$ cat src/hw/rtl/sos_pkg.sv
// shared types, constants and helpers for the spiral order scanner
package sos_pkg;

   localparam int MAX_DIM = 8;
   localparam int DIM_W   = $clog2(MAX_DIM + 1);
   localparam int POS_W   = (MAX_DIM > 1) ? $clog2(MAX_DIM) : 1;
   localparam int DEPTH   = MAX_DIM * MAX_DIM;
   localparam int ADDR_W  = (DEPTH > 1) ? $clog2(DEPTH) : 1;
   localparam int CNT_W   = 7;
   localparam int DATA_W  = 32;

   // register indexes on the csr port
   localparam logic REG_ROW_COUNT = 1'b0;
   localparam logic REG_COL_COUNT = 1'b1;

   // write beat into the matrix store
   typedef struct packed {
      logic              en;
      logic [ADDR_W-1:0] addr;
      logic [DATA_W-1:0] data;
   } store_wr_type;

   // one spiral job handed from front to back
   typedef struct packed {
      logic [DIM_W-1:0] rows;
      logic [DIM_W-1:0] cols;
      logic [CNT_W-1:0] total;
   } job_type;

   typedef enum logic [1:0] {
      DIR_RIGHT,
      DIR_DOWN,
      DIR_LEFT,
      DIR_UP
   } dir_type;

   typedef enum logic {
      BACK_IDLE,
      BACK_WALK
   } back_state_type;

   // out of range sizes snap to 1 or MAX_DIM
   function automatic logic [DIM_W-1:0] clamp_dim(input logic [3:0] v);
      logic [DIM_W-1:0] r;
      if (v == 4'd0) begin
         r = DIM_W'(1);
      end else if (32'(v) > MAX_DIM) begin
         r = DIM_W'(MAX_DIM);
      end else begin
         r = DIM_W'(v);
      end
      return r;
   endfunction

endpackage

$ cat src/hw/rtl/spiral_order_scanner_top.sv
// Spiral order scanner top: loads a matrix row-major, replays it in clockwise spiral order.
// Load: one element beat per cycle while busy is low; rows*cols beats fill the matrix.
// Results: the beat that completes the matrix passes the job register, the job queue and the
// walker's idle state, then the registered store read gives rows*cols results, one per cycle,
// set by the single store read port; busy stays high until the last read, so loads wait for it.
// Reset: synchronous; clears control state, sets row/col count to 8; store is not cleared.
module spiral_order_scanner_top (
   input  logic                clock,
   input  logic                reset,
   // element beats
   input  logic                start,
   output logic                busy,
   input  logic signed [31:0]  req_element_value,
   // result beats
   output logic                rsp_strobe,
   output logic signed [31:0]  rsp_out_value,
   output logic                rsp_is_last,
   // csr port
   input  logic                psel,
   input  logic                penable,
   input  logic                pwrite,
   input  logic [2:0]          paddr,
   input  logic [31:0]         pwdata,
   output logic [31:0]         prdata,
   output logic                pready
);
   import sos_pkg::*;

   logic [3:0]   row_count_ff, row_count_in;
   logic [3:0]   col_count_ff, col_count_in;
   logic         csr_wr;

   store_wr_type store_wr;
   logic         job_push, job_pop, job_empty, job_done;
   job_type      push_job, head_job;

   // csr write and read decode
   always_comb begin
      csr_wr       = psel && penable && pwrite;
      row_count_in = row_count_ff;
      col_count_in = col_count_ff;
      prdata       = '0;
      case (paddr[2])
         REG_ROW_COUNT: begin
            prdata = {28'd0, row_count_ff};
            if (csr_wr) begin
               row_count_in = pwdata[3:0];
            end
         end
         REG_COL_COUNT: begin
            prdata = {28'd0, col_count_ff};
            if (csr_wr) begin
               col_count_in = pwdata[3:0];
            end
         end
         default: begin
            prdata = '0;
         end
      endcase
   end

   always_ff @(posedge clock) begin
      if (reset) begin
         row_count_ff <= 4'd8;
         col_count_ff <= 4'd8;
      end else begin
         row_count_ff <= row_count_in;
         col_count_ff <= col_count_in;
      end
   end

   assign pready = 1'b1;

   sos_front u_front (
      .clock             (clock),
      .reset             (reset),
      .start             (start),
      .req_element_value (req_element_value),
      .row_count         (row_count_ff),
      .col_count         (col_count_ff),
      .job_done          (job_done),
      .busy              (busy),
      .store_wr          (store_wr),
      .job_push          (job_push),
      .job               (push_job)
   );

   sos_queue u_queue (
      .clock    (clock),
      .reset    (reset),
      .push     (job_push),
      .push_job (push_job),
      .pop      (job_pop),
      .empty    (job_empty),
      .head_job (head_job)
   );

   sos_back u_back (
      .clock         (clock),
      .reset         (reset),
      .store_wr      (store_wr),
      .job_empty     (job_empty),
      .job           (head_job),
      .job_pop       (job_pop),
      .job_done      (job_done),
      .rsp_strobe    (rsp_strobe),
      .rsp_out_value (rsp_out_value),
      .rsp_is_last   (rsp_is_last)
   );

endmodule

$ cat src/hw/rtl/sos_front.sv
// front end: takes element beats, writes the store, issues spiral jobs
module sos_front (
   input  logic                  clock,
   input  logic                  reset,
   input  logic                  start,
   input  logic [31:0]           req_element_value,
   input  logic [3:0]            row_count,
   input  logic [3:0]            col_count,
   input  logic                  job_done,
   output logic                  busy,
   output sos_pkg::store_wr_type store_wr,
   output logic                  job_push,
   output sos_pkg::job_type      job
);
   import sos_pkg::*;

   logic [CNT_W-1:0] load_cnt_ff, load_cnt_in;
   logic             pending_ff, pending_in;
   store_wr_type     wr_ff, wr_in;
   logic             push_ff, push_in;
   job_type          job_ff, job_in;

   logic [DIM_W-1:0] rows_eff, cols_eff;
   logic [CNT_W-1:0] total_eff;
   logic [CNT_W-1:0] cnt_next;
   logic             accept;

   // effective size and element total
   always_comb begin
      rows_eff  = clamp_dim(row_count);
      cols_eff  = clamp_dim(col_count);
      total_eff = CNT_W'(rows_eff) * CNT_W'(cols_eff);
      accept    = start && !pending_ff;
      cnt_next  = load_cnt_ff + CNT_W'(1);
   end

   // load counting and job issue
   always_comb begin
      load_cnt_in  = load_cnt_ff;
      pending_in   = pending_ff;
      wr_in.en     = 1'b0;
      wr_in.addr   = load_cnt_ff[ADDR_W-1:0];
      wr_in.data   = req_element_value;
      push_in      = 1'b0;
      job_in.rows  = rows_eff;
      job_in.cols  = cols_eff;
      job_in.total = total_eff;
      if (job_done) begin
         pending_in = 1'b0;
      end
      if (accept) begin
         wr_in.en = 1'b1;
         if (cnt_next >= total_eff) begin
            load_cnt_in = '0;
            push_in     = 1'b1;
            pending_in  = 1'b1;
         end else begin
            load_cnt_in = cnt_next;
         end
      end
   end

   always_ff @(posedge clock) begin
      if (reset) begin
         load_cnt_ff <= '0;
         pending_ff  <= 1'b0;
         wr_ff.en    <= 1'b0;
         push_ff     <= 1'b0;
      end else begin
         load_cnt_ff <= load_cnt_in;
         pending_ff  <= pending_in;
         wr_ff.en    <= wr_in.en;
         push_ff     <= push_in;
      end
      wr_ff.addr <= wr_in.addr;
      wr_ff.data <= wr_in.data;
      job_ff     <= job_in;
   end

   assign busy     = pending_ff;
   assign store_wr = wr_ff;
   assign job_push = push_ff;
   assign job      = job_ff;

`ifndef SYNTHESIS
   // the load count never runs past the store
   a_cnt_range: assert property (@(posedge clock) disable iff (reset)
      32'(load_cnt_ff) < DEPTH)
      else $error("load count beyond store depth");

   // busy drops only when the back end reports the spiral finished
   a_busy_release: assert property (@(posedge clock) disable iff (reset)
      (pending_ff && !job_done) |=> pending_ff)
      else $error("busy released without job done");
`endif

endmodule

$ cat src/hw/rtl/sos_queue.sv
// two entry job queue between front and back
module sos_queue (
   input  logic             clock,
   input  logic             reset,
   input  logic             push,
   input  sos_pkg::job_type push_job,
   input  logic             pop,
   output logic             empty,
   output sos_pkg::job_type head_job
);
   import sos_pkg::*;

   job_type    entry_ff [2];
   logic       wr_ptr_ff, wr_ptr_in;
   logic       rd_ptr_ff, rd_ptr_in;
   logic [1:0] count_ff, count_in;
   logic       do_pop;

   // pointer and fill tracking
   always_comb begin
      do_pop    = pop && (count_ff != 2'd0);
      wr_ptr_in = push ? !wr_ptr_ff : wr_ptr_ff;
      rd_ptr_in = do_pop ? !rd_ptr_ff : rd_ptr_ff;
      count_in  = count_ff + 2'(push) - 2'(do_pop);
   end

   always_ff @(posedge clock) begin
      if (reset) begin
         wr_ptr_ff <= 1'b0;
         rd_ptr_ff <= 1'b0;
         count_ff  <= '0;
      end else begin
         wr_ptr_ff <= wr_ptr_in;
         rd_ptr_ff <= rd_ptr_in;
         count_ff  <= count_in;
      end
      if (push) begin
         entry_ff[wr_ptr_ff] <= push_job;
      end
   end

   assign empty    = (count_ff == 2'd0);
   assign head_job = entry_ff[rd_ptr_ff];

`ifndef SYNTHESIS
   // a job is never pushed into a full queue
   a_no_overflow: assert property (@(posedge clock) disable iff (reset)
      push |-> (count_ff != 2'd2))
      else $error("job queue overflow");
`endif

endmodule

$ cat src/hw/rtl/sos_back.sv
// back end: matrix store and spiral walker driving the result beats
module sos_back (
   input  logic                  clock,
   input  logic                  reset,
   input  sos_pkg::store_wr_type store_wr,
   input  logic                  job_empty,
   input  sos_pkg::job_type      job,
   output logic                  job_pop,
   output logic                  job_done,
   output logic                  rsp_strobe,
   output logic signed [31:0]    rsp_out_value,
   output logic                  rsp_is_last
);
   import sos_pkg::*;

   logic [DATA_W-1:0] store_mem [DEPTH];

   back_state_type    state_ff, state_in;
   dir_type           dir_ff, dir_in;
   logic [POS_W-1:0]  r_ff, r_in, c_ff, c_in;
   logic [POS_W-1:0]  top_ff, top_in, bot_ff, bot_in;
   logic [POS_W-1:0]  lft_ff, lft_in, rgt_ff, rgt_in;
   logic [CNT_W-1:0]  cnt_ff, cnt_in;
   logic [CNT_W-1:0]  total_ff, total_in;
   logic [DIM_W-1:0]  cols_ff, cols_in;

   logic              rd_en;
   logic [ADDR_W-1:0] rd_addr;
   logic [CNT_W-1:0]  idx;
   logic              last;

   logic              strobe_ff;
   logic              last_ff;
   logic [DATA_W-1:0] rd_data_ff;

   // walker state register
   always_ff @(posedge clock) begin
      if (reset) begin
         state_ff <= BACK_IDLE;
      end else begin
         state_ff <= state_in;
      end
      dir_ff   <= dir_in;
      r_ff     <= r_in;
      c_ff     <= c_in;
      top_ff   <= top_in;
      bot_ff   <= bot_in;
      lft_ff   <= lft_in;
      rgt_ff   <= rgt_in;
      cnt_ff   <= cnt_in;
      total_ff <= total_in;
      cols_ff  <= cols_in;
   end

   // spiral walk: one store read per cycle, turn at each bound
   always_comb begin
      state_in = state_ff;
      dir_in   = dir_ff;
      r_in     = r_ff;
      c_in     = c_ff;
      top_in   = top_ff;
      bot_in   = bot_ff;
      lft_in   = lft_ff;
      rgt_in   = rgt_ff;
      cnt_in   = cnt_ff;
      total_in = total_ff;
      cols_in  = cols_ff;
      job_pop  = 1'b0;
      rd_en    = 1'b0;
      idx      = CNT_W'(r_ff) * CNT_W'(cols_ff) + CNT_W'(c_ff);
      rd_addr  = idx[ADDR_W-1:0];
      last     = (cnt_ff == total_ff);
      job_done = 1'b0;
      case (state_ff)
         BACK_IDLE: begin
            if (!job_empty) begin
               job_pop  = 1'b1;
               state_in = BACK_WALK;
               dir_in   = DIR_RIGHT;
               r_in     = '0;
               c_in     = '0;
               top_in   = '0;
               lft_in   = '0;
               bot_in   = POS_W'(job.rows - DIM_W'(1));
               rgt_in   = POS_W'(job.cols - DIM_W'(1));
               cnt_in   = CNT_W'(1);
               total_in = job.total;
               cols_in  = job.cols;
            end
         end
         BACK_WALK: begin
            rd_en = 1'b1;
            if (last) begin
               job_done = 1'b1;
               state_in = BACK_IDLE;
            end else begin
               cnt_in = cnt_ff + CNT_W'(1);
               case (dir_ff)
                  DIR_RIGHT: begin
                     if (c_ff < rgt_ff) begin
                        c_in = c_ff + POS_W'(1);
                     end else begin
                        top_in = top_ff + POS_W'(1);
                        r_in   = r_ff + POS_W'(1);
                        dir_in = DIR_DOWN;
                     end
                  end
                  DIR_DOWN: begin
                     if (r_ff < bot_ff) begin
                        r_in = r_ff + POS_W'(1);
                     end else begin
                        rgt_in = rgt_ff - POS_W'(1);
                        c_in   = c_ff - POS_W'(1);
                        dir_in = DIR_LEFT;
                     end
                  end
                  DIR_LEFT: begin
                     if (c_ff > lft_ff) begin
                        c_in = c_ff - POS_W'(1);
                     end else begin
                        bot_in = bot_ff - POS_W'(1);
                        r_in   = r_ff - POS_W'(1);
                        dir_in = DIR_UP;
                     end
                  end
                  DIR_UP: begin
                     if (r_ff > top_ff) begin
                        r_in = r_ff - POS_W'(1);
                     end else begin
                        lft_in = lft_ff + POS_W'(1);
                        c_in   = c_ff + POS_W'(1);
                        dir_in = DIR_RIGHT;
                     end
                  end
                  default: begin
                     dir_in = DIR_RIGHT;
                  end
               endcase
            end
         end
         default: begin
            state_in = BACK_IDLE;
         end
      endcase
   end

   // matrix store, registered read feeds the result beat directly
   always_ff @(posedge clock) begin
      if (store_wr.en) begin
         store_mem[store_wr.addr] <= store_wr.data;
      end
      if (rd_en) begin
         rd_data_ff <= store_mem[rd_addr];
      end
   end

   // result beat strobe and last flag
   always_ff @(posedge clock) begin
      if (reset) begin
         strobe_ff <= 1'b0;
         last_ff   <= 1'b0;
      end else begin
         strobe_ff <= rd_en;
         last_ff   <= rd_en && last;
      end
   end

   assign rsp_strobe    = strobe_ff;
   assign rsp_is_last   = last_ff;
   assign rsp_out_value = $signed(rd_data_ff);

`ifndef SYNTHESIS
   // the read that finishes a job shows up next cycle as the last beat
   a_done_last: assert property (@(posedge clock) disable iff (reset)
      job_done |=> (strobe_ff && last_ff))
      else $error("job done not followed by last beat");

   // the walk count never passes the job total
   a_cnt_bound: assert property (@(posedge clock) disable iff (reset)
      (state_ff == BACK_WALK) |-> (cnt_ff <= total_ff))
      else $error("spiral walk ran past its total");
`endif

endmodule

$ cat config.mk
export PLATFORM = sky130hd
export DESIGN_NAME = spiral_order_scanner_top
export DESIGN_NICKNAME = d
export VERILOG_FILES = /design/src/hw/rtl/sos_pkg.sv /design/src/hw/rtl/spiral_order_scanner_top.sv /design/src/hw/rtl/sos_front.sv /design/src/hw/rtl/sos_queue.sv /design/src/hw/rtl/sos_back.sv
export SDC_FILE = /design/constraint.sdc
export NUM_CORES = 2
export LEC_CHECK = 0
export ABC_AREA = 0
export BUFFER_PORTS_ARGS = -buffer_cell sky130_fd_sc_hd__buf_4
export CAP_MARGIN = 30
export CORE_ASPECT_RATIO = 0.7
export CORE_MARGIN = 4
export CORE_UTILIZATION = 30
export CTS_CLUSTER_SIZE = 28
export DETAILED_ROUTE_END_ITERATION = 7
export GPL_ROUTABILITY_DRIVEN = 0
export MAX_ROUTING_LAYER = met4
export PLACE_DENSITY = 0.48
export REMOVE_ABC_BUFFERS = 1
export SYNTH_ARGS = -nofsm -noshare
export SYNTH_HDL_FRONTEND = slang
export SYNTH_SLANG_ARGS = --single-unit
export TNS_END_PERCENT = 100
$ cat constraint.sdc
create_clock -name clock -period 4.7 [get_ports clock]
set_input_delay 0.47 -clock clock [delete_from_list [all_inputs] [get_ports clock]]
set_output_delay 0.47 -clock clock [all_outputs]
set_load 0.03 [all_outputs]
Word level (Yosys, flattened, before mapping)

Memories as Yosys holds them, arrays and structs flattened. A register that Yosys moved wholly into a read port is not among the register bits.
Cells that the tools add are included.

Logic and storage cells: 172
Bits in writable memories: 2,078
Bits of input ports: 73
Output and inout port bits: 68
Memories kept: 2
Register bits after elaboration: 116

Memory list:

| memory           | words | width | read ports | clocked after memory_dff | write ports | line            | text |
|---|---|---|---|---|---|---|---|
| u_back.store_mem | 64    | 32    | 1          | 1                        | 1           | sos_back.sv:16  | `logic [DATA_W-1:0] store_mem [DEPTH];` |
| u_queue.entry_ff | 2     | 15    | 1          | 1                        | 1           | sos_queue.sv:13 | `job_type entry_ff [2];` |

Multiply operators: 2
Reductions and logical operators: 25
Eq/ne operators: 22
Muxes and demuxes: 68
$add $sub $neg: 15
Order comparisons: 7
Bitwise logic cells: 4

Operators by type and width:

| kind                                              | number |
|---|---|
| 2-to-1 mux 3 bit                                  | 25 |
| case mux 32 bit (2 select lines)                  | 1 |
| case mux 3 bit (2 select lines)                   | 6 |
| inequality test 3 bit (second input constant)     | 8 |
| case mux 3 bit (4 select lines)                   | 2 |
| 2-to-1 mux 7 bit                                  | 3 |
| inequality test 2 bit (second input constant)     | 10 |
| AND reduction 6 bit                               | 3 |
| subtractor 3 x 1 -> 3 bit (second input constant) | 6 |
| 2-to-1 mux 1 bit                                  | 17 |
| 2-to-1 mux 4 bit                                  | 4 |
| AND reduction 4 bit                               | 4 |
| adder 7 x 1 -> 7 bit (second input constant)      | 2 |
| case mux 7 bit (2 select lines)                   | 1 |
| adder 3 x 1 -> 3 bit (second input constant)      | 4 |
| 2-to-1 mux 2 bit                                  | 6 |
| > comparator 4 bit (second input constant)        | 2 |
| logical NOT 4 bit                                 | 2 |
| case mux 2 bit (4 select lines)                   | 1 |
| AND reduction 2 bit                               | 4 |
| == test 7 bit                                     | 1 |
| greater-or-equal comparator 7 bit                 | 1 |
| multiplier 4 x 4 -> 7 bit                         | 1 |
| adder 6 x 3 -> 6 bit                              | 1 |
| 15 further kinds                                  | 28 |

Depth between registers and ports, before layout

Depth in word-level cells: 7
Mapped depth: 16
Mapped depth without buffers: 16

Hierarchy

Synthesis repeated with hierarchy kept, for this count alone.

Cell total of the unflattened synthesis: 3,885
Area total of the unflattened synthesis: 85,191.7 um2

By module, submodules not included:

| module                   | area each (um2) | instances | cells an instance | sequential area each (um2) |
|---|---|---|---|---|
| sos_back                 | 81,086.5        | 1         | 3,557             | 63,661.1 |
| sos_front                | 2,144.6         | 1         | 192               | 1,261.2 |
| sos_queue                | 1,357.6         | 1         | 69                | 1,001.0 |
| spiral_order_scanner_top | 603.1           | 1         | 67                | 160.2 |

Worst setup path before layout

Ideal clock, no wire load.

Path kind: reg2reg
From: reg u_back.r_ff[0]
To: reg u_back.rd_data_ff[13] (netlist: u_back.rsp_out_value[13]), read port of u_back.store_mem (data pin)
Path buffers: 3
Setup time: 0.259 ns
Arrival: 3.891 ns
Path slack: 0.550 ns
Clock period less this slack: 4.150 ns
Data required time: 4.441 ns
Cell stages (with the launch flop): 13
Path through: edfxtp_1 and2_1 fa_1 inv_1 fa_1 fa_1 clkbuf_1 buf_2 buf_1 mux4_2 mux4_2 a22oi_1 nand2_1

Word-level cells in the longest chain between the ends: 2

Ends and longest elaborated chain:

| what                      | line           | text |
|---|---|---|
| start, declared           | sos_back.sv:20 | `logic [POS_W-1:0] r_ff, r_in, c_ff, c_in;` |
| start signal, assigned    | sos_back.sv:44 | `r_ff <= r_in;` |
| multiplier 3 x 4 -> 6 bit | sos_back.sv:70 | `idx = CNT_W'(r_ff) * CNT_W'(cols_ff) + CNT_W'(c_ff);` |
| adder 6 x 3 -> 6 bit      | sos_back.sv:70 |  |
| end, declared             | sos_back.sv:34 | `logic [DATA_W-1:0] rd_data_ff;` |

Every way passes these cells.
A chain may end at the register's enable or synchronous reset.

Worst setup path after layout

From: reg u_back.cols_ff[2]
To: reg u_back.rd_data_ff[19] (netlist: u_back.rsp_out_value[19]), read port of u_back.store_mem (data pin)

Word-level cells in the longest chain between the ends: 2

Ends and longest elaborated chain:

| what                      | line           | text |
|---|---|---|
| start, declared           | sos_back.sv:25 | `logic [DIM_W-1:0] cols_ff, cols_in;` |
| start signal, assigned    | sos_back.sv:52 | `cols_ff <= cols_in;` |
| multiplier 3 x 4 -> 6 bit | sos_back.sv:70 |  |
| adder 6 x 3 -> 6 bit      | sos_back.sv:70 |  |

Every way passes these cells.

==> results.yml <==
floorplanning:
  fp.dieH_um: 455
  start_util_pct: 30.2
  coreArea_um2: 283000
  die_w_um: 646
  io_pins: 141
  rows: 163
  dieArea_um2: 294000
timing:
  fin_crit_ns: 4.68
  fmax_mhz: 214
  fin_crit_sh_pct: 99.6
  fin_tns_setup_ns: 0
  relSlewSlack_pct: 33.1
  finClkSkew_ns: 0.0824
  setup_viol: 0
  whs_ns: 0.141
  rsz0062_at_grt: "yes"
  hold_violations: 0
  tightestPinTransition_ns: 1.00
  drv_slew: 0
yosys:
  synth_commonest_cells: "2146 x edfxtp_1, 610 x mux4_2, 116 x nand2_1"
  ys_seq_area_share_pct: 77.2
  synth_area_per_cell_um2: 23.0
  synth-edff-count: 2146
  ys_warn_count: 0
  synthFlopType: "edfxtp_1"
  ys_ff_latch: 2224
  yosysMostFrequentCell: "edfxtp_1"
  synthesis.area_um2: 85500
  synth_area_leader_cell: "edfxtp_1"
  netlist_instances: 3715
  yosysTopAreaCellShare_pct: 75.4
  synth.distinct_cells: 49
  async_flop_share_pct: 0
  yosys-top-cells-area: "edfxtp_1 75%, mux4_2 16%, dfxtp_1 1.8%"
placed_design:
  port_buffers: 81
  dpl.hpwl_um: 129000
  dpl_cell_area_um2: 93600
cts:
  cts_root_buffer: "clkbuf_16"
  insertion_delay_ns: 0.87
  cts_buffers: 217
  htree_levels: 4
  cts.sinks: 2224
  cts.path.max_buffers: 4
  cts_tree: "done"
  clkSlewWorstSetupHoldPaths_ns: 0.07
worst_setup_path:
  crit_fanout: 6
  cp_slowest_cell: "fa_4"
  crit_required_ns: 5.28
  worstPathArrival_ns: 5.27
  critPathKind: "reg -> reg"
  startpoint_type: "register"
  path_cells: "and2_4 > fa_1 > inv_2 > fa_2 > fa_4 > buf_16 > buf_16 > buf_8 > clkbuf_16 > mux4_2 > mux4_2 > a22oi_1 > nand2_1"
  cp-end-kind: "register"
  cp_slowest_stage_delay_ns: 0.91
detailed_routing:
  first_iter_violations: 4432
  num_vias: 40116
  dr.pass1.iters: 5
  drt-wirelength-per-cell_um: 28.0
  via_per_inst: 4.93
  drtAntennaViolNets: 0
  drt_wl_total_um: 228000
  post-route-drc-count: 0
layout:
  final_area_um2: 102000
  diodes: 0
  nets: 4313
  final_layout_size_suffix_gt1_share_pct: 33.1
  fin_util_pct: 35.9
  syn_to_final_growth_pct: 18.8
global_route:
  grt_pass1_wl_um: 317000
  antenna_found_initial: 3
  overflow: 0
  grt_max_degree: 65
  grt_usage_pct: 15.5
  first_global_vias: 40407
hold_path:
  hold_path.class: "in -> reg"
outcome:
  status: "complete, no violations"
job:
  drv_cap: 0
[final timing paths]
check	startpoint	slack, ns	cells past startpoint	endpoint
min reg2reg	u_front.load_cnt_ff[5]	0.40	0	u_front.store_wr[37]
min	start	0.14	3	u_front.store_wr[38]
max	u_back.cols_ff[2]	0.02	13	u_back.rsp_out_value[19]
max reg2reg	u_back.cols_ff[2]	0.02	13	u_back.rsp_out_value[19]
[metal layers]
metal	track usage, %	share of wire, %	vias up
met5	-	0	-
met4	2.95	1.7	0
met3	2.22	5.8	292
met2	22.3	44	1194
met1	23.5	48	22106
li1	-	-	16524
[critical path, delay by kind of cell, from the launching register on]
kind                     cells  cell delay [ns]
adder cells (fa/ha/maj)      3             1.93
multiplexers                 2             0.78
AO/OA/AOI/OAI                1             0.32
AND/OR/NAND/NOR              2             0.26
flip-flops                   1             0.40
buffers and inverters        5             0.69
[timing repair]
item,4_1_cts,5_1_grt
hold endpoints to repair,48,0
cloned,0,7
setup buffers,0,29
hold buffers,39,0
gates resized for setup,1,29
pin swaps,0,6
endpoints found under the setup margin,1,17
[per-stage QoR]
stage | setup slack, ns | cells
finish | 0.0172 | 8140
global route | -0.0828 | 8140
CTS | 0.0483 | 8101
detailed placement | 0.0342 | 7679
global placement | 0.0676 | 7650
floorplan | -16.62 | 3534
[layout make-up]
class,count,area (µm²)
well taps,3795,4750
flip-flops and latches,2224,66000
fillers,25984,181000
repair buffers,428,4800
multi-input cells,1263,18800
clock buffers,283,5870
inverters,47,176
clock inverters,100,1070
[cells by family after synthesis]
logic type / synth area share, %
DFF: 77.2
muxes: 17.1
buffers and inverters: 1.57
and+or+nand+nor: 1.68
xor gates and xnor gates: 0.429
adders and majority gates: 0.952
AOI/OAI and AO/OA: 1.06
other: 0.00879
[flip-flops by register name (all words and copies together), names as in the netlist, 3 cells and up, named ones only]
| register | flops |
|---|---|
| col_count_ff | 4 |
| row_count_ff | 4 |
| u_back.bot_ff | 3 |
| u_back.c_ff | 3 |
| u_back.cnt_ff | 7 |
| u_back.cols_ff | 4 |
| u_back.lft_ff | 3 |
| u_back.r_ff | 3 |
| u_back.rgt_ff | 3 |
| u_back.rsp_out_value | 32 |
| u_back.store_mem | 2048 |
| u_back.top_ff | 3 |
| u_back.total_ff | 7 |
| u_front.job | 14 |
| u_front.load_cnt_ff | 7 |
| u_front.store_wr | 39 |
| u_queue.entry_ff | 28 |
[cells in the final DEF, fill, tap and decap left out, types with 11 or more instances in the layout]
| master | netlist | layout |
|---|---|---|
| nor2_1 | 94 | 34 |
| mux2_2 | 17 | 17 |
| xnor2_1 | 21 | 20 |
| ha_1 | 49 | 47 |
| nand2_1 | 116 | 114 |
| nor2_4 | 0 | 60 |
| nor2b_1 | 19 | 19 |
| and2_1 | 28 | 25 |
| buf_16 | 0 | 12 |
| dfxtp_1 | 78 | 45 |
| clkbuf_8 | 0 | 11 |
| bufinv_16 | 0 | 23 |
| clkinv_1 | 0 | 36 |
| a21oi_1 | 19 | 17 |
| edfxtp_1 | 2146 | 2146 |
| a22oi_1 | 36 | 31 |
| dlygate4sd3_1 | 0 | 39 |
| buf_12 | 0 | 88 |
| xor2_1 | 19 | 18 |
| clkinv_2 | 0 | 31 |
| mux2i_1 | 66 | 66 |
| nand3_1 | 22 | 22 |
| conb_1 | 2 | 29 |
| clkbuf_1 | 58 | 51 |
| inv_1 | 47 | 46 |
| clkbuf_16 | 0 | 228 |
| buf_4 | 51 | 277 |
| a32oi_1 | 22 | 20 |
| mux4_2 | 610 | 610 |
| dfxtp_2 | 0 | 32 |
Power is not shown: default switching activity piles up to over one toggle a cycle in this logic, so the estimate is an artifact.
